### src/sv/ud64_pkg.sv
`timescale 1ns / 1ps
// ---------------------------------------------------------------------------
// ud64_pkg
// Widths and the per-stage word type of the pipelined divider.
// ---------------------------------------------------------------------------
package ud64_pkg;

    localparam int DW      = 64;         // operand width
    localparam int STAGES  = DW;         // one quotient bit per stage
    localparam int TDATA_W = ((2 * DW + 7) / 8) * 8;

    typedef struct packed {
        logic          valid;
        logic [DW-1:0] part;   // partial remainder
        logic [DW-1:0] nq;     // dividend bits still to shift in above, quotient below
        logic [DW-1:0] den;
    } stage_t;

endpackage

### src/sv/ud64_stage.sv
`timescale 1ns / 1ps
// ---------------------------------------------------------------------------
// ud64_stage
// One restoring step: shift in a dividend bit, trial subtract, register.
// ---------------------------------------------------------------------------
module ud64_stage
(
    input  logic            clk,
    input  logic            rst_n,
    input  logic            en,
    input  ud64_pkg::stage_t din,
    output ud64_pkg::stage_t dout
);

    logic [ud64_pkg::DW-1:0] part_sh;
    logic [ud64_pkg::DW-1:0] diff;
    logic                    ge;
    ud64_pkg::stage_t        dout_next;
    ud64_pkg::stage_t        dout_reg;

    always_comb
    begin
        // top bit of the shifted remainder drops out of the 64-bit datapath
        part_sh         = {din.part[ud64_pkg::DW-2:0], din.nq[ud64_pkg::DW-1]};
        diff            = part_sh - din.den;
        ge              = (part_sh >= din.den);
        dout_next.valid = din.valid;
        dout_next.part  = ge ? diff : part_sh;
        dout_next.nq    = {din.nq[ud64_pkg::DW-2:0], ge};
        dout_next.den   = din.den;
    end

    always_ff @(posedge clk or negedge rst_n)
    begin
        if (!rst_n)
        begin
            dout_reg <= '0;
        end
        else if (en)
        begin
            dout_reg <= dout_next;
        end
    end

    assign dout = dout_reg;

endmodule

### config.mk
export PLATFORM = sky130hd
export DESIGN_NAME = ud64_stage
export DESIGN_NICKNAME = d
export VERILOG_FILES = /design/src/sv/ud64_pkg.sv /design/src/sv/ud64_stage.sv
export SDC_FILE = /design/constraint.sdc
export NUM_CORES = 1
export LEC_CHECK = 0
export BUFFER_PORTS_ARGS = -buffer_cell sky130_fd_sc_hd__clkbuf_2
export CAP_MARGIN = 20
export CORE_MARGIN = 5
export CORE_UTILIZATION = 40
export DETAILED_ROUTE_END_ITERATION = 12
export GPL_TIMING_DRIVEN = 0
export PLACE_DENSITY_LB_ADDON = 0.2
export SLEW_MARGIN = 20
export SYNTH_ARGS = -nofsm -noshare
export SYNTH_HDL_FRONTEND = slang
export SYNTH_SLANG_ARGS = --single-unit
### constraint.sdc
create_clock -name clk -period 1.08 [get_ports clk]
set_input_delay 0.054 -clock clk [delete_from_list [all_inputs] [get_ports clk]]
set_output_delay 0.054 -clock clk [all_outputs]
set_load 0.005 [all_outputs]
==> out/qor.csv <==
metric;value;unit
critical path data required time;1.40;ns
Setup crit start kind;input port;
worst hold path class;in2reg;
Distinct cells, synth;68;
Detail Placement HPWL;33.8;mm
fraction of the cycle the final worst path needs;221;%
largest net degree at the start of global routing;81;
Max VDD drop;876;µV
WL final;47.3;mm
clock share of power;28.7;%
CP max stage cell;a2111oi_4;
Largest register FFs;193;
pwr dens;1290;mW/mm²
final design utilization;64.6;%
Design Power;24.8;mW
Cell Rows;63;
max-capacitance violation count;0;
Seq pwr share;35.0;%
post-synthesis xor/xnor area fraction;3.80;%
setup TNS;-76.56;ns
grt total ovfl;0;
Mapped Avg Cell Area;9.27;µm²
most frequent cells in the layout;clkbuf_2 (373), dfrtp_1 (193), dlygate4sd3_1 (189);
first-pass GRT wire length;72.7;mm
post-synthesis mux area share;13.2;%
Die Footprint;0.0335;mm²
via density per instance;5.32;
Final Hold Vio Count;0;
H-tree Lvls;4;
ys async rst share;100;%
CP peak stage delay;0.45;ns
DIE HEIGHT;183;µm
Root Driver;clkbuf_16;
largest family of logic cells by synthesized area;compound AO/OA/AOI/OAI gates;
P&R area growth vs syn;59.6;%
CP bufs+invs;3;
final setup fails;67;
adder-cell area share of the yosys netlist;6.84;%
number of global-route vias before repair;13200;
Net Count, Synth;1554;
min Tclk post-route;2.39;ns
synth top area cells;dfrtp_1 (40%), mux2_2 (12%), ha_1 (6.7%);
Seq/Total Area, Yosys;40.3;%
# IOs;389;
DR iter-0 viols;765;
Crit path top cell by count;a21oi_2;
drt drc;0;
Top FF cell, synth;dfrtp_1;
total core area;0.0296;mm²
gpl congestion;0.908;
Worst setup EP type;flop;
clk slew on worst S/H paths;0.09;ns
status;finished with violations;
Starting Density;40.5;%
final-layout worst hold slack;0.0429;ns
cell taking the most area after synthesis;dfrtp_1;
Syn. warnings;0;
flops & latches, synth;193;
synthesized instance count;1293;
Int Power;15.8;mW
pre-CTS WS;-2.23;ns
nets@finish;2199;
Final Skew;0;ns
Port Buf Inserts;386;
fraction of layout instances using a drive strength above 1;44.0;%
Max FO, Critical Path;6;
fin. max-slew vios;0;
most common cell after layout, fill and taps aside;clkbuf_2;
area share of and/or/nand/nor cells after synthesis;13.1;%
Switch Pwr;8.92;mW
WP data arrival;2.71;ns
Routed Antenna Nets;0;
DRT Pass-1 Iters;5;
failing checks;setup timing;
CTS tree;done;
routed via count;12500;
Setup WS post-layout;-1.31;ns
Max transition margin;50.7;%
Tightest Pin Transition;0.739;ns
Leak Pwr;8.84;nW
worst path cell trace;clkbuf_8, inv_4, ha_4, buf_8, nand2_4, nor3_4, o311ai_4, a2111oi_4, nor4b_4, o21bai_2, a21oi_2, a21oi_2, xnor2_2, o221ai_2;
CTS Sinks;193;
GRT Resource Usage Total;27.1;%
Post-synth EDFFs;0;
Compound-Gate Fraction of Synth Area;17.5;%
unrepaired setup endpoints after global routing;yes;
WS Path Type;in2reg;
synthesized area;0.0120;mm²
Die W;183;µm
fmax;419;MHz
Logic pwr share;36.3;%
crit-path leading delay family;compound AO/OA/AOI/OAI gates;
drt wl/cell;20.2;µm
worst skew pair latency;0.44;ns
clock buffer depth;2;
initial antenna violation count;1;
Switching Fraction;36.0;%
post-synth top area share;40.3;%
CTS buffer count;17;
## per-stage QoR
| stage | cell area [µm²] | cells |
|---|---|---|
| 6_report | 19100 | 2342 |
| 5_1_grt | 19100 | 2342 |
| 4_1_cts | 18500 | 2323 |
| 3_5_place_dp | 14700 | 2071 |
| 3_3_place_gp | 14700 | 2069 |
| 2_1_floorplan | 12300 | 1293 |
## worst min-delay path, delay by kind of cell
family                 cells  cell delay, ns
AOI/OAI and AO/OA          1            0.07
buffers and inverters      1            0.13
muxes                      1            0.14
and+or+nand+nor            1            0.07
## synth_stat cells (8+ instances only)
library cell and count:
inv_1 83, xor2_1 22, nor3_1 11, nor2_1 126, mux2i_1 10, a31oi_1 29, a21o_1 34, nand4_1 22
o21a_1 8, and3_1 11, o21bai_1 15, xnor2_1 30, clkbuf_1 49, nand2_1 95, mux2_2 132, o21ai_0 63
nand2b_1 10, nand3_1 25, ha_1 64, buf_2 13, a21oi_1 140, dfrtp_1 193, nor2b_1 11
## power by group through the flow
stage | combinational [mW] | sequential (mW) | clock [mW]
after floorplan | 3.74 | 8.80 | 0
after global placement | 6.54 | 8.73 | 0
after detailed placement | 6.63 | 8.77 | 0
after CTS | 8.28 | 8.64 | 7.22
after global routing | 9.69 | 8.78 | 7.51
final | 8.98 | 8.66 | 7.11
## cell families (layout without fill, tap and decap cells)
group,count (synthesis),after routing
AOI/OAI and AO/OA,344,344
xor gates and xnor gates,52,52
adders and majority gates,65,65
buffers and inverters,156,814
DFF,193,193
muxes,142,142
other,0,1
and+or+nand+nor,341,341
## what timing repair did
item	in CTS	in global routing
pin swaps	44	57
setup buffers	43	23
gates cloned	3	4
gates resized for setup	192	147
setup endpoints to repair	75	76
hold buffers	189	0
endpoints found under the hold margin	260	0
## cell type report
cell class              count  area, µm²
fillers                  2430      10500
multi-input cells         944       7740
flip-flops and latches    193       4830
repair buffers            648       4660
well taps                 390        488
clock buffers              17        425
plain buffers              49        424
inverters                  84        340
clock inverters            15        223
repair inverters            1       11.3
diodes                      1       2.50
## metal layers
metal	track usage, %	share of wire (%)	vias to the layer above
met5	0	0	-
met4	7.27	2.4	0
met3	5.91	6.7	71
met2	46.9	50	456
met1	34.4	41	6061
li1	-	-	5873
## path summary, 6_finish.rpt
kind	cells past startpoint	to	slack [ns]	from
worst max-delay path	14	dout[185]	-1.31	din[8]
worst min-delay path	4	dout[135]	0.04	din[134]
worst max register to register	3	dout[182]	0.14	dout[182]
worst min register to register	1	dout[158]	0.50	dout[158]
max in group asynchronous	3	dout[1]	0.16	rst_n
min in group asynchronous	2	dout[35]	0.12	rst_n
Note: power is estimated with default switching activity, not from simulation.
